`src/arm_elf_rel_relocator_assert.svh`:
```
// ---------------------------------------------------------------------------
// Assertion macros for the ARM REL relocator
// Clocked on clock, disabled while reset is high.
// ---------------------------------------------------------------------------
`ifndef ARM_ELF_REL_RELOCATOR_ASSERT_SVH
`define ARM_ELF_REL_RELOCATOR_ASSERT_SVH

// Property that must hold at every sampled edge.
`define AER_ASSERT(lbl, prop, msg) \
   lbl: assert property (@(posedge clock) disable iff (reset) prop) else $error(msg);

// Implication whose effect is checked in the cycle after the cause.
`define AER_ASSERT_NEXT(lbl, cause, effect, msg) \
   lbl: assert property (@(posedge clock) disable iff (reset) cause |=> effect) else $error(msg);

`endif

```
`src/arm_rel_pkg.sv`:
```
// ---------------------------------------------------------------------------
// ARM REL relocator package
// Shared constants, relocation codes and interface types.
// ---------------------------------------------------------------------------
package arm_rel_pkg;

   // Veneer table geometry.
   localparam int VENEER_DEPTH = 16;
   localparam int IDX_W  = (VENEER_DEPTH > 1) ? $clog2(VENEER_DEPTH) : 1;
   localparam int FILL_W = $clog2(VENEER_DEPTH + 1);
   localparam int ENT_W  = 5;
   localparam int CNT_W  = (FILL_W > ENT_W) ? FILL_W : ENT_W;
   localparam int VIDX_W = 4;

   // Relocation type numbers.
   localparam logic [7:0] RT_NONE       = 8'd0;
   localparam logic [7:0] RT_PC24       = 8'd1;
   localparam logic [7:0] RT_ABS32      = 8'd2;
   localparam logic [7:0] RT_REL32      = 8'd3;
   localparam logic [7:0] RT_THM_CALL   = 8'd10;
   localparam logic [7:0] RT_GLOB_DAT   = 8'd21;
   localparam logic [7:0] RT_JUMP_SLOT  = 8'd22;
   localparam logic [7:0] RT_RELATIVE   = 8'd23;
   localparam logic [7:0] RT_PLT32      = 8'd27;
   localparam logic [7:0] RT_CALL       = 8'd28;
   localparam logic [7:0] RT_JUMP24     = 8'd29;
   localparam logic [7:0] RT_THM_JUMP24 = 8'd30;
   localparam logic [7:0] RT_TARGET1    = 8'd38;
   localparam logic [7:0] RT_V4BX       = 8'd40;
   localparam logic [7:0] RT_PREL31     = 8'd42;
   localparam logic [7:0] RT_MOVW_ABS   = 8'd43;
   localparam logic [7:0] RT_MOVT_ABS   = 8'd44;

   // Register indexes of the CSR port.
   localparam logic [3:0] CSR_VENEER_BASE    = 4'd0;
   localparam logic [3:0] CSR_VENEER_ENTRIES = 4'd1;

   // Instruction field masks.
   localparam logic [31:0] V4BX_KEEP = 32'hf000000f;
   localparam logic [31:0] V4BX_SET  = 32'h01a0f000;

   typedef enum logic [1:0] {
      STAT_OK,
      STAT_UNKNOWN,
      STAT_FULL,
      STAT_RANGE
   } status_type;

   // Result of the patch datapath for one relocation.
   typedef struct packed {
      logic [31:0] word;
      status_type  status;
      logic        need_veneer;
      logic [31:0] pa;           // branch addend minus place
   } patch_type;

   // Answer of the veneer table.
   typedef struct packed {
      logic             done;
      logic             full;
      logic             created;
      logic [IDX_W-1:0] idx;
   } vt_rsp_type;

   typedef enum logic [1:0] {
      VT_IDLE,
      VT_SCAN,
      VT_DECIDE
   } vt_state_type;

   typedef enum logic [2:0] {
      ST_IDLE,
      ST_ADDR,
      ST_CALC,
      ST_VENEER,
      ST_FIX,
      ST_OUT
   } top_state_type;

endpackage

```
`src/arm_rel_ram.sv`:
```
// ---------------------------------------------------------------------------
// Generic RAM
// One write port and one read port, read data registered.
// ---------------------------------------------------------------------------
module arm_rel_ram #(
   parameter int WIDTH = 32,
   parameter int DEPTH = 16,
   localparam int AW   = (DEPTH > 1) ? $clog2(DEPTH) : 1
) (
   input  logic             clock,
   input  logic             wr_en,
   input  logic [AW-1:0]    wr_addr,
   input  logic [WIDTH-1:0] wr_data,
   input  logic             rd_en,
   input  logic [AW-1:0]    rd_addr,
   output logic [WIDTH-1:0] rd_data
);

   logic [WIDTH-1:0] mem [DEPTH];
   logic [WIDTH-1:0] rd_data_ff;

   always_ff @(posedge clock) begin
      if (wr_en) begin
         mem[wr_addr] <= wr_data;
      end
      if (rd_en) begin
         rd_data_ff <= mem[rd_addr];
      end
   end

   assign rd_data = rd_data_ff;

endmodule

```
`src/arm_rel_patch.sv`:
```
// ---------------------------------------------------------------------------
// ARM REL patch datapath
// Computes the patched word and status for every supported type.
// ---------------------------------------------------------------------------
module arm_rel_patch import arm_rel_pkg::*; (
   input  logic [7:0]  reloc_type,
   input  logic [31:0] word,
   input  logic [31:0] base,
   input  logic [31:0] sym,
   input  logic [31:0] diff,     // symbol minus place
   input  logic [31:0] place,
   output patch_type   result
);

   logic [31:0] br_add;
   logic [31:0] br_t;
   logic        br_far;
   logic [31:0] w_plus_d;
   logic [31:0] mov_imm;
   logic [31:0] mov_t;
   logic [15:0] mov_v;
   logic [15:0] th_up;
   logic [15:0] th_lo;
   logic        th_sg;
   logic [31:0] th_off;
   logic [31:0] th_t;
   logic        th_ok;
   logic        th_j1;
   logic        th_j2;

   always_comb begin
      // ARM branch: 24-bit word offset, sign extended and scaled.
      br_add   = {{6{word[23]}}, word[23:0], 2'b00};
      br_t     = diff + br_add;
      br_far   = (br_t[31:25] != 7'h00) && (br_t[31:25] != 7'h7f);
      w_plus_d = word + diff;

      // MOVW/MOVT: 16-bit signed addend split over imm4 and imm12.
      mov_imm = {{16{word[19]}}, word[19:16], word[11:0]};
      mov_t   = mov_imm + sym;
      mov_v   = (reloc_type == RT_MOVT_ABS) ? mov_t[31:16] : mov_t[15:0];

      // Thumb-2 BL/B.W: upper halfword in 15:0, lower halfword in 31:16.
      th_up  = word[15:0];
      th_lo  = word[31:16];
      th_sg  = th_up[10];
      th_off = {{7{th_sg}}, th_sg, ~(th_lo[13] ^ th_sg), ~(th_lo[11] ^ th_sg),
                th_up[9:0], th_lo[10:0], 1'b0};
      th_t   = th_off + diff;
      // Odd target and within plus or minus 0xffffff.
      th_ok  = th_t[0] && ((th_t[31:24] == 8'h00) || (th_t[31:24] == 8'hff));
      th_j1  = th_t[24] ^ ~th_t[23];
      th_j2  = th_t[24] ^ ~th_t[22];

      result.word        = word;
      result.status      = STAT_OK;
      result.need_veneer = 1'b0;
      result.pa          = br_add - place;

      unique case (reloc_type) inside
         RT_NONE: begin
         end
         RT_ABS32, RT_TARGET1: begin
            result.word = word + sym;
         end
         RT_GLOB_DAT, RT_JUMP_SLOT: begin
            result.word = sym;
         end
         RT_RELATIVE: begin
            result.word = word + base;
         end
         RT_PC24, RT_PLT32, RT_CALL, RT_JUMP24: begin
            result.word        = {word[31:24], br_t[25:2]};
            result.need_veneer = br_far;
         end
         RT_REL32: begin
            result.word = w_plus_d;
         end
         RT_V4BX: begin
            result.word = (word & V4BX_KEEP) | V4BX_SET;
         end
         RT_PREL31: begin
            result.word = {word[31], w_plus_d[30:0]};
         end
         RT_MOVW_ABS, RT_MOVT_ABS: begin
            result.word = {word[31:20], mov_v[15:12], word[15:12], mov_v[11:0]};
         end
         RT_THM_CALL, RT_THM_JUMP24: begin
            if (th_ok) begin
               result.word = {th_lo[15:14], th_j1, th_lo[12], th_j2, th_t[11:1],
                              th_up[15:11], th_t[24], th_t[21:12]};
            end else begin
               result.status = STAT_RANGE;
            end
         end
         default: begin
            result.status = STAT_UNKNOWN;
         end
      endcase
   end

endmodule

```
`src/arm_rel_vtab.sv`:
```
// ---------------------------------------------------------------------------
// Veneer destination table
// Searches the filled entries one per cycle and appends on a miss while a usable entry is free.
// ---------------------------------------------------------------------------
module arm_rel_vtab import arm_rel_pkg::*; (
   input  logic             clock,
   input  logic             reset,
   input  logic             start,
   input  logic [31:0]      dest,
   input  logic [ENT_W-1:0] entries,
   output vt_rsp_type       rsp
);

   vt_state_type      state_ff, state_in;
   logic [FILL_W-1:0] fill_ff, fill_in;
   logic [FILL_W-1:0] rd_ff, rd_in;
   logic [FILL_W-1:0] lim_ff, lim_in;
   logic [IDX_W-1:0]  cidx_ff, cidx_in;
   logic [31:0]       dest_ff, dest_in;
   vt_rsp_type        rsp_ff, rsp_in;

   logic [CNT_W-1:0]  usable;
   logic [CNT_W-1:0]  fill_ext;
   logic [CNT_W-1:0]  lim_now;
   logic              ram_wr_en;
   logic [IDX_W-1:0]  ram_wr_addr;
   logic              ram_rd_en;
   logic [IDX_W-1:0]  ram_rd_addr;
   logic [31:0]       ram_rd_data;

   arm_rel_ram #(
      .WIDTH (32),
      .DEPTH (VENEER_DEPTH)
   ) u_ram (
      .clock   (clock),
      .wr_en   (ram_wr_en),
      .wr_addr (ram_wr_addr),
      .wr_data (dest_ff),
      .rd_en   (ram_rd_en),
      .rd_addr (ram_rd_addr),
      .rd_data (ram_rd_data)
   );

   always_ff @(posedge clock) begin
      if (reset) begin
         state_ff <= VT_IDLE;
         fill_ff  <= '0;
         rsp_ff   <= '0;
      end else begin
         state_ff <= state_in;
         fill_ff  <= fill_in;
         rsp_ff   <= rsp_in;
      end
   end

   always_ff @(posedge clock) begin
      rd_ff   <= rd_in;
      lim_ff  <= lim_in;
      cidx_ff <= cidx_in;
      dest_ff <= dest_in;
   end

   always_comb begin
      usable   = (CNT_W'(entries) < CNT_W'(VENEER_DEPTH)) ? CNT_W'(entries)
                                                           : CNT_W'(VENEER_DEPTH);
      fill_ext = CNT_W'(fill_ff);
      lim_now  = (fill_ext < usable) ? fill_ext : usable;

      state_in    = state_ff;
      fill_in     = fill_ff;
      rd_in       = rd_ff;
      lim_in      = lim_ff;
      cidx_in     = cidx_ff;
      dest_in     = dest_ff;
      rsp_in      = '0;
      ram_wr_en   = 1'b0;
      ram_wr_addr = fill_ff[IDX_W-1:0];
      ram_rd_en   = 1'b0;
      ram_rd_addr = rd_ff[IDX_W-1:0];

      unique case (state_ff)
         VT_IDLE: begin
            if (start) begin
               dest_in = dest;
               lim_in  = lim_now[FILL_W-1:0];
               if (lim_now == '0) begin
                  state_in = VT_DECIDE;
               end else begin
                  ram_rd_en   = 1'b1;
                  ram_rd_addr = '0;
                  cidx_in     = '0;
                  rd_in       = FILL_W'(1);
                  state_in    = VT_SCAN;
               end
            end
         end
         VT_SCAN: begin
            // Data for entry cidx_ff arrives this cycle.
            if (ram_rd_data == dest_ff) begin
               rsp_in.done = 1'b1;
               rsp_in.idx  = cidx_ff;
               state_in    = VT_IDLE;
            end else if (rd_ff == lim_ff) begin
               state_in = VT_DECIDE;
            end else begin
               ram_rd_en = 1'b1;
               cidx_in   = rd_ff[IDX_W-1:0];
               rd_in     = rd_ff + FILL_W'(1);
            end
         end
         VT_DECIDE: begin
            rsp_in.done = 1'b1;
            if (fill_ext < usable) begin
               ram_wr_en      = 1'b1;
               fill_in        = fill_ff + FILL_W'(1);
               rsp_in.created = 1'b1;
               rsp_in.idx     = fill_ff[IDX_W-1:0];
            end else begin
               rsp_in.full = 1'b1;
            end
            state_in = VT_IDLE;
         end
         default: begin
            state_in = VT_IDLE;
         end
      endcase
   end

   assign rsp = rsp_ff;

endmodule

```
`src/arm_elf_rel_relocator.sv`:
```
// ---------------------------------------------------------------------------
// ARM ELF REL relocator
// Patches one relocation per request beat and routes far ARM branches
// through a table of long-jump veneers.
// A beat passes the address, patch and output states on its way to the
//    response register; a far branch adds a veneer search that does one RAM
//    read per entry, and a fix-up state unless the table is full.
// A new beat is taken only once the last one is in the response register.
// Reset clears the controller, the CSRs and the veneer fill count; the
//    veneer RAM is not cleared, since only filled entries are ever read.
// ---------------------------------------------------------------------------
`include "arm_elf_rel_relocator_assert.svh"

module arm_elf_rel_relocator import arm_rel_pkg::*; (
   input  logic              clock,
   input  logic              reset,

   input  logic              csr_valid,
   output logic              csr_ready,
   input  logic [3:0]        csr_index,
   input  logic [31:0]       csr_wdata,

   input  logic              req_valid,
   output logic              req_ready,
   input  logic [7:0]        req_reloc_type,
   input  logic [31:0]       req_section_base,
   input  logic [31:0]       req_place_offset,
   input  logic [31:0]       req_place_word,
   input  logic [31:0]       req_symbol_value,

   output logic              rsp_valid,
   input  logic              rsp_ready,
   output logic [31:0]       rsp_patched_word,
   output logic [1:0]        rsp_status,
   output logic              rsp_veneer_used,
   output logic              rsp_veneer_new,
   output logic [VIDX_W-1:0] rsp_veneer_index,
   output logic [31:0]       rsp_veneer_target
);

   // The controller walks one relocation through address, patch, optional
   // veneer lookup and fix-up, then hands it to the response register.
   // The response register lets the next request beat be taken while a
   // finished result still waits for rsp_ready.

   top_state_type state_ff, state_in;

   // Configuration registers.
   logic [31:0]      vbase_ff, vbase_in;
   logic [ENT_W-1:0] vent_ff, vent_in;

   // Captured request.
   logic [7:0]  type_ff, type_in;
   logic [31:0] base_ff, base_in;
   logic [31:0] off_ff, off_in;
   logic [31:0] word_ff, word_in;
   logic [31:0] sym_ff, sym_in;

   // Place address and symbol minus place.
   logic [31:0] place_ff, place_in;
   logic [31:0] diff_ff, diff_in;

   // Working result.
   logic [31:0]      res_word_ff, res_word_in;
   status_type       res_status_ff, res_status_in;
   logic             res_used_ff, res_used_in;
   logic             res_new_ff, res_new_in;
   logic [IDX_W-1:0] res_idx_ff, res_idx_in;
   logic [31:0]      pa_ff, pa_in;

   // Response register.
   logic              rsp_valid_ff, rsp_valid_in;
   logic [31:0]       rsp_word_ff, rsp_word_in;
   status_type        rsp_status_ff, rsp_status_in;
   logic              rsp_used_ff, rsp_used_in;
   logic              rsp_new_ff, rsp_new_in;
   logic [VIDX_W-1:0] rsp_idx_ff, rsp_idx_in;
   logic [31:0]       rsp_tgt_ff, rsp_tgt_in;

   patch_type  patch;
   vt_rsp_type vt_rsp;
   logic       vt_start;
   logic [31:0] fix_t;
   logic [VIDX_W+IDX_W-1:0] idx_ext;

   arm_rel_patch u_patch (
      .reloc_type (type_ff),
      .word       (word_ff),
      .base       (base_ff),
      .sym        (sym_ff),
      .diff       (diff_ff),
      .place      (place_ff),
      .result     (patch)
   );

   arm_rel_vtab u_vtab (
      .clock   (clock),
      .reset   (reset),
      .start   (vt_start),
      .dest    (sym_ff),
      .entries (vent_ff),
      .rsp     (vt_rsp)
   );

   // Control state.
   always_ff @(posedge clock) begin
      if (reset) begin
         state_ff     <= ST_IDLE;
         vbase_ff     <= '0;
         vent_ff      <= '0;
         rsp_valid_ff <= 1'b0;
      end else begin
         state_ff     <= state_in;
         vbase_ff     <= vbase_in;
         vent_ff      <= vent_in;
         rsp_valid_ff <= rsp_valid_in;
      end
   end

   // Payload registers.
   always_ff @(posedge clock) begin
      type_ff       <= type_in;
      base_ff       <= base_in;
      off_ff        <= off_in;
      word_ff       <= word_in;
      sym_ff        <= sym_in;
      place_ff      <= place_in;
      diff_ff       <= diff_in;
      res_word_ff   <= res_word_in;
      res_status_ff <= res_status_in;
      res_used_ff   <= res_used_in;
      res_new_ff    <= res_new_in;
      res_idx_ff    <= res_idx_in;
      pa_ff         <= pa_in;
      rsp_word_ff   <= rsp_word_in;
      rsp_status_ff <= rsp_status_in;
      rsp_used_ff   <= rsp_used_in;
      rsp_new_ff    <= rsp_new_in;
      rsp_idx_ff    <= rsp_idx_in;
      rsp_tgt_ff    <= rsp_tgt_in;
   end

   // CSR writes are always accepted. Writes to unknown indexes are dropped.
   always_comb begin
      vbase_in = vbase_ff;
      vent_in  = vent_ff;
      if (csr_valid) begin
         unique case (csr_index)
            CSR_VENEER_BASE:    vbase_in = csr_wdata;
            CSR_VENEER_ENTRIES: vent_in  = csr_wdata[ENT_W-1:0];
            default: begin
            end
         endcase
      end
   end

   always_comb begin
      state_in      = state_ff;
      type_in       = type_ff;
      base_in       = base_ff;
      off_in        = off_ff;
      word_in       = word_ff;
      sym_in        = sym_ff;
      place_in      = place_ff;
      diff_in       = diff_ff;
      res_word_in   = res_word_ff;
      res_status_in = res_status_ff;
      res_used_in   = res_used_ff;
      res_new_in    = res_new_ff;
      res_idx_in    = res_idx_ff;
      pa_in         = pa_ff;
      rsp_word_in   = rsp_word_ff;
      rsp_status_in = rsp_status_ff;
      rsp_used_in   = rsp_used_ff;
      rsp_new_in    = rsp_new_ff;
      rsp_idx_in    = rsp_idx_ff;
      rsp_tgt_in    = rsp_tgt_ff;
      vt_start      = 1'b0;

      // The response beat drains independently of the controller.
      rsp_valid_in = rsp_valid_ff && !rsp_ready;

      // Far branch target: veneer entry address minus place plus addend.
      fix_t   = vbase_ff + (32'(res_idx_ff) << 3) + pa_ff;
      idx_ext = {{VIDX_W{1'b0}}, res_idx_ff};

      unique case (state_ff)
         ST_IDLE: begin
            if (req_valid) begin
               type_in  = req_reloc_type;
               base_in  = req_section_base;
               off_in   = req_place_offset;
               word_in  = req_place_word;
               sym_in   = req_symbol_value;
               state_in = ST_ADDR;
            end
         end
         ST_ADDR: begin
            place_in = base_ff + off_ff;
            diff_in  = sym_ff - base_ff - off_ff;
            state_in = ST_CALC;
         end
         ST_CALC: begin
            res_status_in = patch.status;
            res_used_in   = 1'b0;
            res_new_in    = 1'b0;
            res_idx_in    = '0;
            pa_in         = patch.pa;
            // Any failing status returns the original word.
            res_word_in   = (patch.status == STAT_OK) ? patch.word : word_ff;
            if (patch.need_veneer) begin
               vt_start = 1'b1;
               state_in = ST_VENEER;
            end else begin
               state_in = ST_OUT;
            end
         end
         ST_VENEER: begin
            if (vt_rsp.done) begin
               if (vt_rsp.full) begin
                  res_status_in = STAT_FULL;
                  res_word_in   = word_ff;
                  state_in      = ST_OUT;
               end else begin
                  res_used_in = 1'b1;
                  res_new_in  = vt_rsp.created;
                  res_idx_in  = vt_rsp.idx;
                  state_in    = ST_FIX;
               end
            end
         end
         ST_FIX: begin
            // The veneer offset is not range checked again.
            res_word_in = {word_ff[31:24], fix_t[25:2]};
            state_in    = ST_OUT;
         end
         ST_OUT: begin
            if (!rsp_valid_ff || rsp_ready) begin
               rsp_valid_in  = 1'b1;
               rsp_word_in   = res_word_ff;
               rsp_status_in = res_status_ff;
               rsp_used_in   = res_used_ff;
               rsp_new_in    = res_new_ff;
               rsp_idx_in    = res_used_ff ? idx_ext[VIDX_W-1:0] : '0;
               rsp_tgt_in    = res_used_ff ? sym_ff : '0;
               state_in      = ST_IDLE;
            end
         end
         default: begin
            state_in = ST_IDLE;
         end
      endcase
   end

   assign csr_ready         = 1'b1;
   assign req_ready         = (state_ff == ST_IDLE);
   assign rsp_valid         = rsp_valid_ff;
   assign rsp_patched_word  = rsp_word_ff;
   assign rsp_status        = rsp_status_ff;
   assign rsp_veneer_used   = rsp_used_ff;
   assign rsp_veneer_new    = rsp_new_ff;
   assign rsp_veneer_index  = rsp_idx_ff;
   assign rsp_veneer_target = rsp_tgt_ff;

   // A veneer is only reported on a successful relocation.
   `AER_ASSERT(a_used_ok, rsp_valid_ff && rsp_used_ff |-> rsp_status_ff == STAT_OK, "veneer on failed relocation")
   // A new entry always comes with veneer use.
   `AER_ASSERT(a_new_used, rsp_valid_ff && rsp_new_ff |-> rsp_used_ff, "new veneer without use")
   // An accepted request beat starts the address stage next cycle.
   `AER_ASSERT_NEXT(a_accept_addr, req_valid && req_ready, state_ff == ST_ADDR, "request not started")
   // The table answers only while the controller waits for it.
   `AER_ASSERT(a_vt_wait, vt_rsp.done |-> state_ff == ST_VENEER, "stray veneer table answer")

endmodule

```
`config.mk`:
```
export PLATFORM = sky130hd
export DESIGN_NAME = arm_elf_rel_relocator
export DESIGN_NICKNAME = d
export VERILOG_FILES = /design/src/arm_rel_pkg.sv /design/src/arm_rel_ram.sv /design/src/arm_rel_patch.sv /design/src/arm_rel_vtab.sv /design/src/arm_elf_rel_relocator.sv
export VERILOG_INCLUDE_DIRS = /design/src /design/src/src
export SDC_FILE = /design/constraint.sdc
export NUM_CORES = 2
export LEC_CHECK = 0
export BUFFER_PORTS_ARGS = -buffer_cell sky130_fd_sc_hd__buf_2
export CAP_MARGIN = 10
export CORE_UTILIZATION = 55
export CTS_BUF_LIST = sky130_fd_sc_hd__clkbuf_8
export DETAILED_ROUTE_END_ITERATION = 10
export GPL_TIMING_DRIVEN = 0
export PLACE_DENSITY = 0.73
export RECOVER_POWER = 100
export SYNTH_ARGS = -nofsm -noshare
export SYNTH_HDL_FRONTEND = slang
export SYNTH_SLANG_ARGS = --single-unit
```
`constraint.sdc`:
```
create_clock -name clock -period 7.35 [get_ports clock]
set_input_delay 1.47 -clock clock [delete_from_list [all_inputs] [get_ports clock]]
set_output_delay 1.47 -clock clock [all_outputs]
set_load 0.02 [all_outputs]
```
Yosys cells after proc, flatten, opt, wreduce, memory -nomap -nowiden
Memories as Yosys holds them, arrays and structs flattened. A register that Yosys moved wholly into a read port is not among the register bits.
Index checks and enable logic that the tools add are counted.
{"block": "word_totals", "ff_bits": 427, "mem_bits_rw": 512, "input_bits": 177, "elab_cells": 201, "memories": 1}
{"name": "u_vtab.u_ram.mem", "depth": 16, "word_bits": 32, "rd": 1, "rd_ports_with_merged_regs": 1, "wr": 1, "line": "arm_rel_ram.sv:19", "source": "logic [WIDTH-1:0] mem [DEPTH];"}
{"block": "classes", "n_addsub": 14, "magnitude_cmp": 2, "n_eq_ne": 38, "mux": 67, "bitwise": 9, "reduce_logical": 37}
{"op": "$pmux W32 S9", "n": 1}
{"op": "$add A32 B32 Y32", "n": 6}
{"op": "$mux W32", "n": 3}
{"op": "$pmux W32 S3", "n": 1}
{"op": "$sub A32 B32 Y32", "n": 2}
{"op": "$eq A8 B5 Y1 const B", "n": 7}
{"op": "$add A26 B26 Y26", "n": 2}
{"op": "$eq A8 B6 Y1 const B", "n": 5}
{"op": "$mux W4", "n": 10}
{"op": "$mux W5", "n": 7}
{"op": "$eq A32 B32 Y1", "n": 1}
{"op": "$mux W30", "n": 1}
{"op": "$add A26 B7 Y26", "n": 1}
{"op": "$sub A26 B26 Y26", "n": 1}
{"op": "$pmux W4 S2", "n": 3}
{"op": "$mux W1", "n": 20}
{"op": "$pmux W3 S6", "n": 1}
{"op": "$eq A8 B2 Y1 const B", "n": 2}
{"op": "$logic_not A8 Y1", "n": 2}
{"op": "$mux W16", "n": 1}
{"op": "$reduce_or A15 Y1", "n": 1}
{"op": "$mux W2", "n": 7}
{"op": "$reduce_and A2 Y1", "n": 7}
{"op": "$mux W3", "n": 4}
{"op": "36 further kinds", "n": 71}

Depth between registers and ports, before layout
{"block": "logic_depth", "word_depth": 11, "ltp_mapped": 21, "mapped_depth_nobuf": 19}

Cells and area by module
From an unflattened synthesis, not the netlist that was laid out.
{"block": "unflattened", "hier_cells": 4105, "area_unflattened_um2": 52679.3}
{"mod": "arm_rel_ram", "n_inst": 1, "cells_each": 838, "area_per_inst_um2": 20155.6, "seq_area_each_um2": 16335.7}
{"mod": "arm_elf_rel_relocator", "n_inst": 1, "cells_each": 1402, "area_per_inst_um2": 18198.7, "seq_area_each_um2": 10850.4}
{"mod": "arm_rel_patch", "n_inst": 1, "cells_each": 1649, "area_per_inst_um2": 11566.1, "seq_area_each_um2": 0.0}
{"mod": "arm_rel_vtab", "n_inst": 1, "cells_each": 216, "area_per_inst_um2": 2758.9, "seq_area_each_um2": 1661.6}

Worst setup path before layout
No wires, ideal clock.
{"block": "synth_path", "path_type": "register to register", "startpoint": "reg state_ff[0]", "endpoint": "reg diff_ff[0], enable pin", "t_arrival_ns": 4.903, "t_required_ns": 6.790, "slack_ns": 1.888, "stages_incl_launch_ff": 3, "n_path_buf": 1, "synth_period_minus_slack_ns": 5.462, "path_cell_list": "dfxtp_1 > clkbuf_1 > nor3b_1"}
{"block": "synth_between", "elab_chain_len": 1}
{"item": "start: declaration", "line": "arm_elf_rel_relocator.sv:46", "source": "top_state_type state_ff, state_in;"}
{"item": "start signal: assignment", "line": "arm_elf_rel_relocator.sv:113", "source": "state_ff <= state_in;"}
{"item": "$eq A3 B1 Y1", "line": "arm_elf_rel_relocator.sv:187", "source": "unique case (state_ff)"}
{"item": "end signal: assignment", "line": "arm_elf_rel_relocator.sv:128", "source": "diff_ff <= diff_in;"}
{"item": "end: declaration", "line": "arm_elf_rel_relocator.sv:61", "source": "logic [31:0] diff_ff, diff_in;"}
No other way between the ends.
A chain may end at the register's enable or synchronous reset.

Worst setup path after layout
{"block": "layout_path", "startpoint": "reg type_ff[5]", "endpoint": "reg res_word_ff[20] (data pin)"}
{"block": "layout_between", "elab_chain_len": 6, "word_cells_on_any_way": 28, "classes_between": "eq/ne (16); mux (4); reduce/logical (8)"}
{"item": "start: declaration", "line": "arm_elf_rel_relocator.sv:53", "source": "logic [7:0] type_ff, type_in;"}
{"item": "start signal: assignment", "line": "arm_elf_rel_relocator.sv:122", "source": "type_ff <= type_in;"}
{"item": "$eq A8 B6 Y1 (tied with other cells)"}
{"item": "$reduce_or A15 Y1 (no source line) / $reduce_or A2 Y1 (equally long branches)"}
{"item": "$pmux W2 S2", "line": "arm_rel_patch.sv:60", "source": "unique case (reloc_type) inside"}
{"item": "$logic_not A2 Y1", "line": "arm_elf_rel_relocator.sv:210", "source": "res_word_in = (patch.status == STAT_OK) ? patch.word : word_ff;"}
{"item": "$mux W32 (*)", "line": "arm_elf_rel_relocator.sv:210"}
{"item": "$pmux W32 S3 (*)", "line": "arm_elf_rel_relocator.sv:187"}
{"item": "via res_word_in[20]", "line": "arm_elf_rel_relocator.sv:64", "source": "logic [31:0] res_word_ff, res_word_in;"}
{"item": "end signal: assignment", "line": "arm_elf_rel_relocator.sv:129", "source": "res_word_ff <= res_word_in;"}
{"item": "end: declaration", "line": "arm_elf_rel_relocator.sv:64"}
Mark *: on every way through the listed nets, which the timed path passes. The rest lies on a longest branch.

==> load_flow_metrics.sql <==
INSERT INTO impl_metrics (metric_group, metric, value, unit) VALUES
('status', 'run_status', 'complete, but fails checks', ''),
('status', 'failed_checks', 'max-capacitance violations, max-slew violations', ''),
('cells_and_area', 'drive_gt1_share', '13.0', '%'),
('place', 'postPlaceCellArea', '55000', 'µm²'),
('sta', 'finalClockSkew', '47.2', 'ps'),
('logic_synthesis', 'synthTopCellsByArea', 'edfxtp_1, ha_1, mux4_2, xnor2_1, a21oi_1', ''),
('place', 'globalplace.congestion', '1.03', ''),
('sta', 'whs', '387', 'ps'),
('clock_tree', 'insertion_delay', '890', 'ps'),
('drt', 'wl_per_cell', '26.7', 'µm'),
('floorplan', 'die_h', '308', 'µm'),
('drt', 'remaining_drc_errors', '0', ''),
('logic_synthesis', 'avgSynthCellArea', '12.8', 'µm²'),
('setup_path', 'worstSetupPathType', 'reg -> reg', ''),
('floorplan', 'initial_utilization', '55.8', '%'),
('clock_tree', 'clk_pin_slew_worst_paths', '70', 'ps'),
('clock_tree', 'h-tree-depth', '4', ''),
('global_route', 'number_of_antenna_violations_at_the_first_check_in_global_routing', '5', ''),
('global_route', 'maximum_number_of_pins_on_one_net_before_global_route_repair', '74', ''),
('power_and_ir_drop', 'power_per_cell_area', '267', 'nW/µm²'),
('floorplan', 'core_area', '92200', 'µm²'),
('setup_path', 'worst-endpoint-required', '7880', 'ps'),
('setup_path', 'cp_slowest_stage_delay', '840', 'ps'),
('floorplan', 'row_count', '111', ''),
('drt', 'vias_per_cell', '6.21', ''),
('run', 'number_of_violations_of_the_max_capacitance_limit', '28', ''),
('setup_path', 'critical_path.endpoint_type', 'flop', ''),
('sta', 'rsz_0062_raised_after_global_routing', 'no', ''),
('sta', 'finalHoldViolations', '0', ''),
('power_and_ir_drop', 'p_sw_share', '32.3', '%'),
('sta', 'timing.slew.headroom', '-158', '%'),
('sta', 'fmaxAchievable', '137', 'MHz'),
('cells_and_area', 'area_growth_syn_to_layout', '11.5', '%'),
('clock_tree', 'postCtsSetupBuffers', '0', ''),
('global_route', 'grt_pass1_vias', '35400', ''),
('floorplan', 'boundaryPins', '252', ''),
('power_and_ir_drop', 'p_sw', '4.96', 'mW'),
('logic_synthesis', 'synth_seq_cells', '971', ''),
('power_and_ir_drop', 'peakVddDrop', '0.197', 'mV'),
('sta', 'worst_pin_slew', '3870', 'ps'),
('setup_path', 'startpoint_type', 'flop', ''),
('sta', 'tns', '0', 'ps'),
('clock_tree', 'clock_sink_count', '971', ''),
('logic_synthesis', 'async_reset_ff_share', '0', '%'),
('drt', 'via_count', '36300', ''),
('logic_synthesis', 'synth_top_cell_by_area', 'edfxtp_1', ''),
('logic_synthesis', 'synth_cells', '4022', ''),
('global_route', 'globalRouteOverflowTotal', '0', ''),
('clock_tree', 'root_driver', 'clkbuf_8', ''),
('logic_synthesis', 'post_synth_num_cell_types', '109', ''),
('drt', 'count_of_tritonroute_iterations_in_the_first_routing_pass', '9', ''),
('logic_synthesis', 'ys_warn_count', '0', ''),
('cells_and_area', 'final_core_utilization', '62.2', '%'),
('logic_synthesis', 'yosys_most_used_dff', 'edfxtp_1', ''),
('global_route', 'grt_pass1_wl', '225', 'mm'),
('sta', 'min_period', '7280', 'ps'),
('sta', 'setup_viol', '0', ''),
('logic_synthesis', 'most_numerous_cell_in_the_yosys_netlist', 'edfxtp_1', ''),
('power_and_ir_drop', 'finalPower', '15.3', 'mW'),
('cells_and_area', 'post-route-cell-area', '57400', 'µm²'),
('power_and_ir_drop', 'comb_power_share', '26.4', '%'),
('sta', 'finalMaxSlewViolations', '614', ''),
('place', 'detailedPlacementHpwl', '119', 'mm'),
('drt', 'totalWireLength', '156', 'mm'),
('setup_path', 'crit_slowest_cell', 'a2111oi_1', ''),
('clock_tree', 'cts_max_path_buffers', '3', ''),
('power_and_ir_drop', 'cell_internal_pwr', '10.4', 'mW'),
('setup_path', 'timing.critical_path.cells', 'or3_1 -> nor4_4 -> buf_6 -> clkbuf_1 -> mux2_2 -> ha_1 -> inv_1 -> fa_1 -> nor2b_1 -> o21ai_0 -> a21oi_1 -> o2111ai_1 -> a211oi_1 -> or2_2 -> nor3_1 -> o21bai_1 -> a21o_1 -> a21oi_1 -> nor3b_1 -> a2111oi_1 -> o21ai_0', ''),
('setup_path', 'worst-path-max-fanout', '10', ''),
('power_and_ir_drop', 'power.clock.fraction', '29.9', '%'),
('sta', 'timing.final.crit_share', '99.1', '%');
## through the flow
stage	std cells	setup WS [ps]
2_1_floorplan	4022	1890
3_3_place_gp	5509	-1410
3_5_place_dp	5546	-192
4_1_cts	5827	38.8
5_1_grt	5830	0.909
6_report	5833	65.2
## routing by layer
metal  part of all wire, %  up-vias  routed length, µm  global-route usage [%]
met3                   8.3      387              12900                    6.48
met5                     0        -                  0                       0
met1                    38    17800              58600                    40.3
met4                   5.5        0               8610                    17.5
met2                    49     1783              75700                    54.9
li1                      -    16300                  -                       -
## cell type report
cell class | count | area [µm²]
Sequential cell | 971 | 28700
Clock buffer | 167 | 2300
Clock inverter | 114 | 763
Buffer | 126 | 497
Antenna cell | 5 | 12.5
Fill cell | 7266 | 34800
Inverter | 169 | 634
Tap cell | 1243 | 1560
Multi-Input combinational cell | 2756 | 21600
Timing Repair Buffer | 282 | 1310
## state kept, by name, indices dropped and copies added (netlist names), 7 cells and up
| signal | cells |
|---|---|
| rsp_veneer_target | 32 |
| u_vtab.u_ram.rd_data | 32 |
| place_ff | 26 |
| u_vtab.dest_ff | 32 |
| diff_ff | 32 |
| res_word_ff | 32 |
| rsp_patched_word | 32 |
| u_vtab.rsp | 7 |
| pa_ff | 26 |
| word_ff | 32 |
| sym_ff | 32 |
| off_ff | 32 |
| base_ff | 32 |
| u_vtab.u_ram.mem | 512 |
| vbase_ff | 26 |
| type_ff | 8 |
## logic make-up (layout without fill, tap and decap cells)
logic type               Yosys count  count (layout)  synth area share [%]
AND/OR/NAND/NOR                  995             995                  9.59
flip-flops                       971             971                  55.7
AO/OA/AOI/OAI                    933             933                  12.2
adder cells (fa/ha/maj)          356             356                  9.27
buffers and inverters            295             858                  2.23
XOR/XNOR                         265             265                  4.54
multiplexers                     206             206                  6.50
other                              1               6               0.00729
## critical path: cells and delay by family (launching register included)
kind                       cells  cell delay, ps
muxes                          1             420
and+or+nand+nor                6            1910
DFF                            1             500
adders and majority gates      2             400
AOI/OAI and AO/OA              9            2670
buffers and inverters          3            1070
## final timing paths
check                                                from                             end  slack [ps]  cells past startpoint
worst max-delay path                 type_ff[5]$_DFFE_PP_       res_word_ff[20]$_DFFE_PP_          70                     21
worst max register to register       type_ff[5]$_DFFE_PP_       res_word_ff[20]$_DFFE_PP_          70                     21
worst min-delay path            res_word_ff[11]$_DFFE_PP_  rsp_patched_word[11]$_DFFE_PP_         390                      0
worst min register to register  res_word_ff[11]$_DFFE_PP_  rsp_patched_word[11]$_DFFE_PP_         390                      0
## layout by cell type (no fill, tap or decap), types with 13 or more instances in the layout
cell / n
a31oi_1: 26
and2_1: 32
nand3_1: 78
clkinv_1: 34
nand4_1: 22
fa_1: 42
a211oi_1: 24
o211ai_1: 13
nand2_1: 212
a21oi_1: 285
a21o_1: 78
o21bai_1: 26
and3_1: 66
inv_1: 214
o22ai_1: 14
nor2b_1: 43
ha_1: 314
o21a_1: 33
a22oi_1: 54
clkbuf_8: 167
clkinv_2: 15
nand2b_1: 52
edfxtp_1: 922
a221oi_1: 16
nor2_1: 272
mux2_2: 63
or3_1: 19
a2111oi_0: 35
nor3_1: 102
dfxtp_1: 49
clkbuf_1: 213
o221ai_1: 14
xor2_1: 74
mux4_2: 96
mux2i_1: 47
o21ai_0: 158
xnor2_1: 189
and2_0: 23
buf_2: 177
## power groups by stage
| stage | logic (mW) | registers (mW) | clock network, mW |
|---|---|---|---|
| floorplan | 2.97 | 6.61 | 0 |
| global placement | 3.92 | 6.82 | 0 |
| detailed placement | 3.99 | 6.79 | 0 |
| CTS | 4.02 | 6.67 | 4.65 |
| global route | 4.40 | 6.71 | 4.88 |
| finish | 4.04 | 6.70 | 4.59 |
## repair_timing
action                                  4_1_cts  5_1_grt
hold buffers                                  0        0
pin swaps                                     0        0
resized for setup                             1        1
endpoints found under the setup margin        1        4
endpoints found under the hold margin         0        0
Note: power is estimated with default switching activity, not from simulation.
